==> config.mk <==
export PLATFORM = sky130hd
export DESIGN_NAME = led_blink_and_dim_driver
export DESIGN_NICKNAME = d
export VERILOG_FILES = /design/src/lbd_pkg.sv /design/src/lbd_blink.sv /design/src/lbd_dim.sv /design/src/led_blink_and_dim_driver.sv
export SDC_FILE = /design/constraint.sdc
export NUM_CORES = 1
export LEC_CHECK = 0
export BUFFER_PORTS_ARGS = -buffer_cell sky130_fd_sc_hd__buf_4
export CORE_MARGIN = 2
export CORE_UTILIZATION = 40
export CTS_CLUSTER_SIZE = 30
export DETAILED_ROUTE_END_ITERATION = 7
export GPL_TIMING_DRIVEN = 1
export PLACE_DENSITY = 0.66
export REMOVE_ABC_BUFFERS = 1
export SYNTH_ARGS = -nofsm -noshare
export SYNTH_HDL_FRONTEND = slang
export SYNTH_HIERARCHICAL = 1
export SYNTH_SLANG_ARGS = --single-unit
export TNS_END_PERCENT = 100
==> constraint.sdc <==
create_clock -name clock -period 3 [get_ports clock]
set_input_delay 0.6 -clock clock [delete_from_list [all_inputs] [get_ports clock]]
set_output_delay 0.6 -clock clock [all_outputs]
set_load 0.05 [all_outputs]
==> src/lbd_pkg.sv <==
`default_nettype none

package lbd_pkg;

   // on-time step per brightness level, range 1 to 256
   localparam int unsigned DIM_STEP = 1;
   localparam int unsigned STEP_W   = $clog2(DIM_STEP + 1);

   localparam int unsigned CNT_W  = 16;
   localparam int unsigned BAR_W  = 3;
   localparam int unsigned IND_W  = 8;
   localparam int unsigned PCT_W  = 8;
   localparam int unsigned LVL_W  = 8;
   localparam int unsigned IDX_W  = 3;
   localparam int unsigned CSR_W  = 16;

   // register indexes
   localparam logic [IDX_W-1:0] REG_BLINK_ENABLE = 3'd0;
   localparam logic [IDX_W-1:0] REG_GREEN_PERIOD = 3'd1;
   localparam logic [IDX_W-1:0] REG_RED_PERIOD   = 3'd2;
   localparam logic [IDX_W-1:0] REG_BLUE_PERIOD  = 3'd3;
   localparam logic [IDX_W-1:0] REG_DIM_ENABLE   = 3'd4;
   localparam logic [IDX_W-1:0] REG_DIM_LEVEL    = 3'd5;
   localparam logic [IDX_W-1:0] REG_DIM_PERIOD   = 3'd6;

   localparam logic [CNT_W-1:0] DIM_PERIOD_RESET = 16'd100;

   // battery thresholds in percent
   localparam logic [PCT_W-1:0] PCT_5SEG = 8'd90;
   localparam logic [PCT_W-1:0] PCT_4SEG = 8'd80;
   localparam logic [PCT_W-1:0] PCT_3SEG = 8'd70;
   localparam logic [PCT_W-1:0] PCT_2SEG = 8'd60;
   localparam logic [PCT_W-1:0] PCT_1SEG = 8'd50;

   typedef struct packed {
      logic             enable;
      logic [LVL_W-1:0] level;
      logic [CNT_W-1:0] period;
   } dim_cfg_type;

   function automatic logic [BAR_W-1:0] bar_from_charge(input logic [PCT_W-1:0] pct);
      logic [BAR_W-1:0] seg;
      if (pct >= PCT_5SEG)      seg = 3'd5;
      else if (pct >= PCT_4SEG) seg = 3'd4;
      else if (pct >= PCT_3SEG) seg = 3'd3;
      else if (pct >= PCT_2SEG) seg = 3'd2;
      else if (pct >= PCT_1SEG) seg = 3'd1;
      else                      seg = 3'd0;
      return seg;
   endfunction

endpackage

`default_nettype wire

==> src/lbd_blink.sv <==
`default_nettype none

module lbd_blink
   import lbd_pkg::*;
(
   input  wire              clock,
   input  wire              reset,
   input  wire              advance,
   input  wire              enable,
   input  wire  [CNT_W-1:0] period,
   output logic             led_in
);

   logic [CNT_W-1:0] count_ff;
   logic [CNT_W-1:0] count_in;
   logic [CNT_W-1:0] count_inc;
   logic             led_ff;

   // count the tick, restart and toggle once past the period
   always_comb begin
      count_inc = count_ff + 16'd1;
      count_in  = count_ff;
      led_in    = led_ff;
      if (enable) begin
         if (count_inc > period) begin
            count_in = '0;
            led_in   = ~led_ff;
         end else begin
            count_in = count_inc;
         end
      end
   end

   always_ff @(posedge clock) begin
      if (reset) begin
         count_ff <= '0;
         led_ff   <= 1'b0;
      end else if (advance) begin
         count_ff <= count_in;
         led_ff   <= led_in;
      end
   end

endmodule

`default_nettype wire

==> src/lbd_dim.sv <==
`default_nettype none

module lbd_dim
   import lbd_pkg::*;
(
   input  wire               clock,
   input  wire               reset,
   input  wire               advance,
   input  dim_cfg_type       cfg,
   input  wire  [PCT_W-1:0]  charge_percent,
   input  wire  [IND_W-1:0]  indicator_value,
   output logic [BAR_W-1:0]  bar_in,
   output logic [IND_W-1:0]  indicator_in
);

   logic [CNT_W-1:0]       dim_count_ff;
   logic [CNT_W-1:0]       dim_count_in;
   logic [CNT_W-1:0]       count_inc;
   logic [BAR_W-1:0]       bar_hold_ff;
   logic [IND_W-1:0]       indicator_hold_ff;
   logic [BAR_W-1:0]       bar_direct;
   logic [STEP_W+LVL_W-1:0] duty_full;
   logic [CNT_W-1:0]       duty;

   assign bar_direct = bar_from_charge(charge_percent);
   assign duty_full  = (STEP_W+LVL_W)'(DIM_STEP) * (STEP_W+LVL_W)'(cfg.level);
   assign duty       = CNT_W'(duty_full);

   // when enabled: show while within duty, hold on restart, blank otherwise; show directly when disabled
   always_comb begin
      count_inc    = dim_count_ff + 16'd1;
      dim_count_in = dim_count_ff;
      bar_in       = bar_direct;
      indicator_in = indicator_value;
      if (cfg.enable) begin
         dim_count_in = count_inc;
         if (count_inc <= duty) begin
            bar_in       = bar_direct;
            indicator_in = indicator_value;
         end else if (count_inc >= cfg.period) begin
            dim_count_in = '0;
            bar_in       = bar_hold_ff;
            indicator_in = indicator_hold_ff;
         end else begin
            bar_in       = '0;
            indicator_in = '0;
         end
      end
   end

   always_ff @(posedge clock) begin
      if (reset) begin
         dim_count_ff      <= '0;
         bar_hold_ff       <= '0;
         indicator_hold_ff <= '0;
      end else if (advance) begin
         dim_count_ff      <= dim_count_in;
         bar_hold_ff       <= bar_in;
         indicator_hold_ff <= indicator_in;
      end
   end

endmodule

`default_nettype wire

==> src/led_blink_and_dim_driver.sv <==
// LED blink and dim driver. Each request word is one timer tick (charge percent and
// indicator pattern) and gives exactly one response word with the three blink LED
// levels, the battery bar segment count and the indicator pattern after that tick.
// A tick is registered on entry and the whole update (blink counters, bar
// thresholds, PWM dimming compare) is done combinationally into the response
// register, so one word per cycle is sustained while rsp_tready stays high; the
// request side accepts while the input register is empty or its word moves on to
// a free or emptying response register. Registers are written through the csr port,
// which is always ready; write them only while no tick is in flight.
`default_nettype none

module led_blink_and_dim_driver
   import lbd_pkg::*;
(
   input  wire               clock,
   input  wire               reset,
   // request channel
   input  wire               req_tvalid,
   output logic              req_tready,
   input  wire  [15:0]       req_tdata,   // [7:0] charge_percent, [15:8] indicator_value
   // response channel
   output logic              rsp_tvalid,
   input  wire               rsp_tready,
   output logic [15:0]       rsp_tdata,   // [0] green_led, [1] red_led, [2] blue_led,
                                          // [5:3] bar_segments, [13:6] indicator_out,
                                          // [15:14] zero
   // register write channel
   input  wire               csr_valid,
   output logic              csr_ready,
   input  wire  [IDX_W-1:0]  csr_index,
   input  wire  [CSR_W-1:0]  csr_data
);

   // configuration
   logic [2:0]       blink_enable_ff;
   logic [CNT_W-1:0] green_period_ff;
   logic [CNT_W-1:0] red_period_ff;
   logic [CNT_W-1:0] blue_period_ff;
   dim_cfg_type      dim_cfg_ff;

   // pipeline
   logic             in_valid_ff;
   logic [PCT_W-1:0] pct_ff;
   logic [IND_W-1:0] ind_ff;
   logic             rsp_valid_ff;
   logic [15:0]      rsp_data_ff;
   logic             advance;
   logic             green_in;
   logic             red_in;
   logic             blue_in;
   logic [BAR_W-1:0] bar_in;
   logic [IND_W-1:0] indicator_in;

   assign csr_ready = 1'b1;

   // write registers
   always_ff @(posedge clock) begin
      if (reset) begin
         blink_enable_ff   <= '0;
         green_period_ff   <= '0;
         red_period_ff     <= '0;
         blue_period_ff    <= '0;
         dim_cfg_ff.enable <= 1'b0;
         dim_cfg_ff.level  <= '0;
         dim_cfg_ff.period <= DIM_PERIOD_RESET;
      end else if (csr_valid) begin
         case (csr_index)
            REG_BLINK_ENABLE: blink_enable_ff   <= csr_data[2:0];
            REG_GREEN_PERIOD: green_period_ff   <= csr_data;
            REG_RED_PERIOD:   red_period_ff     <= csr_data;
            REG_BLUE_PERIOD:  blue_period_ff    <= csr_data;
            REG_DIM_ENABLE:   dim_cfg_ff.enable <= csr_data[0];
            REG_DIM_LEVEL:    dim_cfg_ff.level  <= csr_data[LVL_W-1:0];
            REG_DIM_PERIOD:   dim_cfg_ff.period <= csr_data;
            default: ;
         endcase
      end
   end

   // advance when the input stage holds a word and the response register frees up
   assign advance    = in_valid_ff && (!rsp_valid_ff || rsp_tready);
   assign req_tready = !in_valid_ff || advance;

   // input register
   always_ff @(posedge clock) begin
      if (reset) begin
         in_valid_ff <= 1'b0;
      end else if (req_tready) begin
         in_valid_ff <= req_tvalid;
      end
   end

   always_ff @(posedge clock) begin
      if (req_tready && req_tvalid) begin
         pct_ff <= req_tdata[7:0];
         ind_ff <= req_tdata[15:8];
      end
   end

   lbd_blink u_green (
      .clock   (clock),
      .reset   (reset),
      .advance (advance),
      .enable  (blink_enable_ff[0]),
      .period  (green_period_ff),
      .led_in  (green_in)
   );

   lbd_blink u_red (
      .clock   (clock),
      .reset   (reset),
      .advance (advance),
      .enable  (blink_enable_ff[1]),
      .period  (red_period_ff),
      .led_in  (red_in)
   );

   lbd_blink u_blue (
      .clock   (clock),
      .reset   (reset),
      .advance (advance),
      .enable  (blink_enable_ff[2]),
      .period  (blue_period_ff),
      .led_in  (blue_in)
   );

   lbd_dim u_dim (
      .clock           (clock),
      .reset           (reset),
      .advance         (advance),
      .cfg             (dim_cfg_ff),
      .charge_percent  (pct_ff),
      .indicator_value (ind_ff),
      .bar_in          (bar_in),
      .indicator_in    (indicator_in)
   );

   // response register
   always_ff @(posedge clock) begin
      if (reset) begin
         rsp_valid_ff <= 1'b0;
      end else if (advance) begin
         rsp_valid_ff <= 1'b1;
      end else if (rsp_tready) begin
         rsp_valid_ff <= 1'b0;
      end
   end

   always_ff @(posedge clock) begin
      if (advance) begin
         rsp_data_ff <= {2'b00, indicator_in, bar_in, blue_in, red_in, green_in};
      end
   end

   assign rsp_tvalid = rsp_valid_ff;
   assign rsp_tdata  = rsp_data_ff;

endmodule

`default_nettype wire
==> results of run 1 <==
-- per-stage QoR --
stage / setup WS (ns) / power (uW) / area (sq um) / utilization [%]
finish: -0.1092 / 5439 / 13450 / 52.07
global route: -0.2134 / 5639 / 13450 / 52.07
CTS: -0.06111 / 5430 / 12630 / 48.88
detailed placement: -0.1538 / 3139 / 11880 / 45.97
global placement: -0.1301 / 3132 / 11880 / 45.97
floorplan: -0.1366 / 2932 / 10190 / -
-- registers in the layout, indices dropped and copies added (netlist names) --
name / flops
u_blue/count_ff: 16
dim_cfg_ff: 25
pct_ff: 7
green_period_ff: 16
blue_period_ff: 16
rsp_tdata: 14
in_valid_ff: 1
blink_enable_ff: 3
u_blue/led_ff: 1
u_green/count_ff: 16
u_dim/indicator_hold_ff: 8
ind_ff: 8
rsp_tvalid: 1
u_red/count_ff: 16
red_period_ff: 16
u_green/led_ff: 1
u_dim/bar_hold_ff: 3
u_red/led_ff: 1
u_dim/dim_count_ff: 16
-- layout make-up --
| type | instances | area [sq um] |
|---|---|---|
| inverter | 81 | 306.5 |
| clock buffer | 17 | 425.4 |
| sequential | 185 | 4050 |
| fill | 2236 | 12380 |
| timing repair buffer | 186 | 1519 |
| tap | 335 | 419.2 |
| multi-input combinational | 759 | 6555 |
| clock inverter | 15 | 178.9 |
-- routing by layer --
metal	share of wire (%)	wire [microns]	track usage [%]	vias to the layer above
met2	52	12760	31.12	84
met4	1.2	289	4.877	0
li1	-	-	-	4087
met1	45	10990	21.41	3787
met5	0	0	0	-
met3	2.1	509	2.246	20
-- worst max-delay path, cell delays in order (launching register included) --
cell	delay (ns)
dfxtp_2	0.36
nand3_4	0.12
nor3_4	0.22
and3_4	0.21
and3_4	0.20
xor2_2	0.14
ha_1	0.28
buf_4	0.15
a21oi_1	0.13
o21ai_0	0.14
a2111o_2	0.47
a211o_4	0.39
a21oi_2	0.13
a21o_1	0.10
-- power by group through the flow --
stage	logic (uW)	registers (uW)	clock network [uW]
2_1_floorplan	248	2680	0
3_3_place_gp	475	2660	0
3_5_place_dp	480	2660	0
4_1_cts	487	2600	2340
5_1_grt	579	2600	2460
6_report	538	2590	2310
-- placed cells by master, fill, tap and decap left out, types with 37 or more instances in the layout --
master and n:
inv_1 79, mux2i_1 76, ha_1 71, dfxtp_1 129
nor2_1 38, buf_4 163, a21oi_1 40, a32o_1 37
nand2_1 57, nand2b_1 92
-- timing repair --
action,CTS,global route
gates resized for setup,32,145
buffers inserted,4,17
endpoints found under the hold margin,0,0
endpoints found under the setup margin,53,81
hold buffers,0,0
cloned,0,3
pin swaps,15,80
-- worst max-delay path by stage --
stage                                        from                              end  slack (ns)  cells after the start
6_report          u_blue/count_ff[2]$_SDFFE_PP0P_  u_blue/count_ff[5]$_SDFFE_PP0P_       -0.11                     13
5_1_grt          u_blue/count_ff[10]$_SDFFE_PP0P_  u_blue/count_ff[5]$_SDFFE_PP0P_       -0.21                     13
3_5_place_dp      u_blue/count_ff[0]$_SDFFE_PP0P_       u_blue/led_ff$_SDFFE_PP0P_       -0.15                     14
3_3_place_gp      u_blue/count_ff[0]$_SDFFE_PP0P_       u_blue/led_ff$_SDFFE_PP0P_       -0.13                     14
2_1_floorplan  u_dim/dim_count_ff[0]$_SDFFE_PP0P_           rsp_tdata[4]$_DFFE_PP_       -0.14                     12
4_1_cts           u_blue/count_ff[0]$_SDFFE_PP0P_  u_blue/count_ff[5]$_SDFFE_PP0P_       -0.06                     14
==> impl_metrics.sql, run 1 <==
INSERT INTO impl_metrics (metric_group, metric, value, unit) VALUES
('power', 'clkPwrFrac', '42.4', '%'),
('critical_path', 'critical_path_peak_fanout', '5', ''),
('detailed_routing', 'detail_route.wirelength', '24540', 'microns'),
('worst_hold_path', 'timing.hold.worst_path_depth', '1', ''),
('global_routing', 'overall_global_routing_usage', '17.21', '%'),
('sta', 'period_share', '103.6', '%'),
('floorplan', 'die-width', '165.6', 'microns'),
('run_status', 'status', 'finished, violations left', ''),
('clock_tree', 'clock_sink_count', '185', ''),
('worst_hold_path', 'holdPathEnd', 'ind_ff[4]$_DFFE_PP_', ''),
('global_routing', 'grt_first_pass_wirelength', '38900', 'microns'),
('critical_path', 'register_to_register_setup_slack', '-0.11', 'ns'),
('power', 'ir_worst_vdd', '0.2898', 'mV'),
('detailed_routing', 'drtAntennaViolNets', '0', ''),
('clock_tree', 'num_cts_buffers', '17', ''),
('flow_run', 'cap_viol_max_count', '0', ''),
('power', 'power.internal', '4004', 'uW'),
('clock_tree', 'tritoncts', 'built', ''),
('detailed_routing', 'drtIter0Drc', '420', ''),
('yosys', 'syn_inst', '1075', ''),
('place', 'gp_routability_congestion', '0.7954', ''),
('sta', 'timing.setup.tns', '-0.2231', 'ns'),
('critical_path', 'worst-endpoint-required', '3.38', 'ns'),
('place', 'numPortBuffers', '54', ''),
('sta', 'postLayoutSetupSlackWorst', '-0.1092', 'ns'),
('sta', 'final.hold.worst_slack', '0.3316', 'ns'),
('global_routing', 'via_count_of_the_first_global_routing_pass', '7785', ''),
('clock_tree', 'path_clk_slew', '0.08', 'ns'),
('yosys', 'post_synth.cell_area_avg', '9.722', 'sq um'),
('layout', 'finalNonFillerCells', '1578', ''),
('layout', 'layout-drive-gt1-share', '30.73', '%'),
('floorplan', 'floorplan.rows', '59', ''),
('global_routing', 'grt_max_degree', '57', ''),
('detailed_routing', 'routed_via_density', '5.056', ''),
('yosys', 'synth_area', '10450', 'sq um'),
('layout', 'finalNetCount', '1346', ''),
('layout', 'area_delta_synth_final', '28.73', '%'),
('floorplan', 'dieHeight', '165.6', 'microns'),
('sta', 'slew_viol_final', '0', ''),
('sta', 'max_clock_freq', '321.6', 'MHz'),
('sta', 'timing_worst_slew_pin_value', '0.9732', 'ns'),
('power', 'power.density_cell_area', '404.2', 'nW/um^2'),
('sta', 'unrepaired_setup_endpoints_after_global_routing', 'true', ''),
('detailed_routing', 'via_total_after_detailed_routing', '7978', ''),
('power', 'power.share.combinational', '9.9', '%'),
('worst_hold_path', 'timing.hold.worst.start', 'req_tdata[12]', ''),
('clock_tree', 'cts_root_buf', 'clkbuf_16', ''),
('floorplan', 'starting_density_of_the_core', '40.45', '%'),
('critical_path', 'reg2reg_from', 'u_blue/count_ff[2]$_SDFFE_PP0P_', ''),
('sta', 'timing.final.setup_violations', '5', ''),
('power', 'switchingPower', '1434', 'uW'),
('global_routing', 'globalRoute.totalOverflow', '0', ''),
('layout', 'antenna_cells_inserted', '0', ''),
('critical_path', 'setup_crit_path_kind', 'flop to flop', ''),
('clock_tree', 'h-tree-depth', '4', ''),
('power', 'switching_share', '26.37', '%'),
('floorplan', 'io-pin-count', '59', ''),
('power', 'power.leakage', '0.005765', 'uW'),
('clock_tree', 'clk_path_buf_depth', '2', ''),
('critical_path', 'reg2reg_depth', '13', ''),
('detailed_routing', 'route.detailed.wl_per_inst', '15.55', 'microns'),
('global_routing', 'number_of_antenna_violations_at_the_first_check_in_global_routing', '0', ''),
('critical_path', 'worstSetupEndpointType', 'flop', ''),
('power', 'power.sequential.fraction', '47.7', '%'),
('critical_path', 'crit_path_start_kind', 'flop', ''),
('run_status', 'violations_in_the_final_reports', 'negative setup slack', ''),
('detailed_routing', 'drtPass1Iterations', '4', ''),
('sta', 'finalHoldViolCount', '0', ''),
('yosys', 'synth-warning-count', '6', ''),
('floorplan', 'die-area', '27440', 'sq um'),
('sta', 'clock-skew-final', '0.01193', 'ns'),
('sta', 'finalWorstPathRequiredPeriod', '3.109', 'ns'),
('detailed_routing', 'drt_drc', '0', ''),
('place', 'place.detailed.hpwl', '16880', 'microns'),
('worst_hold_path', 'hold_removal_path_class', 'primary input to flop', ''),
('critical_path', 'r2r-end', 'u_blue/count_ff[5]$_SDFFE_PP0P_', ''),
('place', 'placed_cells_incl_taps', '1523', ''),
('floorplan', 'core_area', '25840', 'sq um'),
('sta', 'max-slew-margin-rel', '35.12', '%'),
('critical_path', 'critical_path_arrival', '3.49', 'ns'),
('clock_tree', 'worst_skew_pair.late_latency', '0.44', 'ns');
Power figures use the tool's default switching activity.
==> run 2, diff against run 1 <==
--- a/config.mk
+++ b/config.mk
@@ -7,11 +7,11 @@
 export LEC_CHECK = 0
 export BUFFER_PORTS_ARGS = -buffer_cell sky130_fd_sc_hd__buf_4
 export CORE_MARGIN = 2
-export CORE_UTILIZATION = 40
+export CORE_UTILIZATION = 55
 export CTS_CLUSTER_SIZE = 30
 export DETAILED_ROUTE_END_ITERATION = 7
 export GPL_TIMING_DRIVEN = 1
-export PLACE_DENSITY = 0.66
+export PLACE_DENSITY = 0.81
 export REMOVE_ABC_BUFFERS = 1
 export SYNTH_ARGS = -nofsm -noshare
 export SYNTH_HDL_FRONTEND = slang
==> constraint.sdc (replaced) <==
create_clock -name clock -period 3.3 [get_ports clock]
set_input_delay 0.66 -clock clock [delete_from_list [all_inputs] [get_ports clock]]
set_output_delay 0.66 -clock clock [all_outputs]
set_load 0.05 [all_outputs]
==> run 2 against run 1 <==
The run now ends clean. Sequential cell count stayed put. Hold slack better by 0.068 ns. Critical path depth stayed put. Routed wire length is 5.9% lower. Via count is 0.31% lower. First-iteration DRC count is 6.7% lower. Final cell count is 11% lower. Register-to-register slack better by 0.23 ns. Die area is 27% lower. Combinational power is 18% lower. Clock skew is 0.0023 ns lower. Largest power group unchanged. Highest routed layer unchanged.
==> impl_metrics.sql, run 2 (synthesis results as in run 1) <==
INSERT INTO impl_metrics (metric_group, metric, value, unit) VALUES
('power', 'power.sequential.fraction', '48.7', '%'),
('sta', 'timing.setup.tns', '0', 'ns'),
('detailed_routing', 'routed_via_density', '5.693', ''),
('sta', 'clock-skew-final', '0.009654', 'ns'),
('sta', 'max-slew-margin-rel', '37.68', '%'),
('critical_path', 'reg2reg_depth', '13', ''),
('power', 'power.internal', '3661', 'uW'),
('clock_tree', 'clock_sink_count', '185', ''),
('global_routing', 'grt_max_degree', '58', ''),
('critical_path', 'crit_path_start_kind', 'flop', ''),
('layout', 'commonest_non_fill_non_tap_cell_in_the_layout', 'dfxtp_1', ''),
('detailed_routing', 'via_total_after_detailed_routing', '7953', ''),
('global_routing', 'globalRoute.totalOverflow', '0', ''),
('critical_path', 'worstSetupEndpointType', 'flop', ''),
('layout', 'largest_register', 'dim_cfg_ff', ''),
('sta', 'max_clock_freq', '314.1', 'MHz'),
('clock_tree', 'tritoncts', 'built', ''),
('detailed_routing', 'drt_drc', '0', ''),
('critical_path', 'setup_crit_path_kind', 'flop to flop', ''),
('layout', 'max_reg_flops', '25', ''),
('sta', 'timing_worst_slew_pin_value', '0.9299', 'ns'),
('global_routing', 'number_of_antenna_violations_at_the_first_check_in_global_routing', '0', ''),
('floorplan', 'die-width', '141.9', 'microns'),
('power', 'clkPwrFrac', '42.3', '%'),
('floorplan', 'io-pin-count', '59', ''),
('detailed_routing', 'drtPass1Iterations', '5', ''),
('place', 'numPortBuffers', '54', ''),
('power', 'ir_worst_vdd', '0.3511', 'mV'),
('floorplan', 'die-area', '20120', 'sq um'),
('clock_tree', 'path_clk_slew', '0.07', 'ns'),
('floorplan', 'floorplan.rows', '50', ''),
('critical_path', 'cp_cell_sequence', 'ha_1 -> nand3_2 -> nor3_2 -> nand3_2 -> nor2_1 -> xor2_1 -> ha_1 -> nand4_2 -> buf_4 -> a2111oi_4 -> nor3_4 -> nor3_4 -> mux2_4', ''),
('place', 'placed_cells_incl_taps', '1363', ''),
('worst_hold_path', 'hold_removal_path_class', 'primary input to flop', ''),
('clock_tree', 'cts_root_buf', 'clkbuf_16', ''),
('sta', 'slew_viol_final', '0', ''),
('detailed_routing', 'drtAntennaViolNets', '0', ''),
('detailed_routing', 'detail_route.wirelength', '23090', 'microns'),
('sta', 'period_share', '96.48', '%'),
('place', 'gp_routability_congestion', '0.8442', ''),
('clock_tree', 'cts_hold_buf', '0', ''),
('floorplan', 'dieHeight', '141.9', 'microns'),
('clock_tree', 'worst_skew_pair.late_latency', '0.43', 'ns'),
('critical_path', 'slowest_delay', '0.40', 'ns'),
('layout', 'n_fill_cell', '1422', ''),
('detailed_routing', 'drtIter0Drc', '392', ''),
('power', 'power.leakage', '0.005134', 'uW'),
('power', 'switchingPower', '1200', 'uW'),
('run_status', 'status', 'finished, final reports clean', ''),
('place', 'place.detailed.hpwl', '16080', 'microns'),
('layout', 'layout-drive-gt1-share', '18.92', '%'),
('sta', 'unrepaired_setup_endpoints_after_global_routing', 'true', ''),
('layout', 'finalNetCount', '1266', ''),
('layout', 'antenna_cells_inserted', '0', ''),
('clock_tree', 'h-tree-depth', '4', ''),
('global_routing', 'via_count_of_the_first_global_routing_pass', '7847', ''),
('clock_tree', 'num_cts_buffers', '17', ''),
('global_routing', 'grt_first_pass_wirelength', '37640', 'microns'),
('critical_path', 'critical_path_peak_fanout', '5', ''),
('critical_path', 'worst-endpoint-required', '3.62', 'ns'),
('critical_path', 'critical-path-slowest-cell', 'dfxtp_1', ''),
('power', 'power.share.combinational', '9.0', '%'),
('layout', 'highest_count_cells_in_the_layout_ignoring_fill_and_taps', 'dfxtp_1, buf_4, nand2b_1', ''),
('power', 'switching_share', '24.69', '%'),
('sta', 'timing.final.setup_violations', '0', ''),
('floorplan', 'starting_density_of_the_core', '55.87', '%'),
('layout', 'finalNonFillerCells', '1397', ''),
('global_routing', 'overall_global_routing_usage', '23.37', '%'),
('floorplan', 'core_area', '18710', 'sq um'),
('sta', 'finalWorstPathRequiredPeriod', '3.184', 'ns'),
('worst_hold_path', 'timing.hold.worst_path_depth', '1', ''),
('detailed_routing', 'route.detailed.wl_per_inst', '16.53', 'microns'),
('power', 'power.density_cell_area', '404.5', 'nW/um^2'),
('flow_run', 'cap_viol_max_count', '0', ''),
('layout', 'area_delta_synth_final', '14.99', '%'),
('critical_path', 'critical_path_arrival', '3.51', 'ns'),
('clock_tree', 'clk_path_buf_depth', '2', ''),
('sta', 'finalHoldViolCount', '0', '');
-- run 2: cell types whose count changed in the layout (fill, tap and decap cells not counted), sizes merged --
| cell | delta |
|---|---|
| buf | -77 |
| bufinv | +1 |
| clkbuf | -2 |
| inv | -1 |
| nand2b | -1 |
-- run 2: through the flow --
stage	hold WS, ns	util (%)	setup WS [ns]	total power, uW	instance area, sq um
CTS	0.3852	63.56	0.03471	4882	11890
detailed placement	0.4563	60.39	-0.1414	2840	11300
global route	0.3792	64.25	-0.007244	5016	12020
global placement	0.4462	60.39	-0.03697	2830	11300
floorplan	0.4281	-	0.1634	2666	10190
finish	0.3996	64.25	0.1163	4862	12020
-- run 2: worst max-delay path, delay by kind of cell, from the launching register on --
| family | cells | cell delay, ns |
|---|---|---|
| AOI/OAI and AO/OA | 1 | 0.27 |
| xor gates and xnor gates | 1 | 0.11 |
| adders and majority gates | 2 | 0.58 |
| buffers and inverters | 1 | 0.17 |
| DFF | 1 | 0.40 |
| muxes | 1 | 0.33 |
| and+or+nand+nor | 7 | 1.20 |
-- run 2: layout make-up --
type | instances | area (sq um) | share of cell area, %
flip-flops and latches | 185 | 4009 | 33.36
well taps | 234 | 292.8 | 2.436
clock buffers | 17 | 425.4 | 3.540
multi-input cells | 758 | 5989 | 49.84
clock inverters | 15 | 165.2 | 1.374
repair buffers | 107 | 832.0 | 6.923
inverters | 81 | 304.0 | 2.530
-- run 2: final timing paths --
path	start	to	slack, ns
setup reg to reg	u_green/count_ff[1]$_SDFFE_PP0P_	u_green/led_ff$_SDFFE_PP0P_	0.12
hold / removal	req_tdata[8]	ind_ff[0]$_DFFE_PP_	0.40
setup / recovery	u_green/count_ff[1]$_SDFFE_PP0P_	u_green/led_ff$_SDFFE_PP0P_	0.12
hold reg to reg	in_valid_ff$_SDFFE_PP0P_	rsp_tvalid$_SDFFE_PP0P_	0.46
-- run 2: what timing repair did --
item / CTS / global route
endpoints found under the setup margin: 11 / 77
pin swaps: 0 / 5
setup buffers: 0 / 2
resized for setup: 1 / 31
cloned: 0 / 0
-- run 2: layer usage --
layer	share of wire [%]	up-vias	GRT usage, %
met5	0	-	0
met4	3.2	0	10.05
met3	3.4	50	3.847
met2	50	184	40.88
met1	44	3785	28.48
li1	-	3934	-
-- run 2: power by group through the flow --
stage,Clock [uW],Combinational (uW),Sequential [uW]
after global placement,0,415,2410
after floorplan,0,225,2440
final,2060,439,2370
after global routing,2180,469,2370
after CTS,2090,429,2370
after detailed placement,0,423,2420
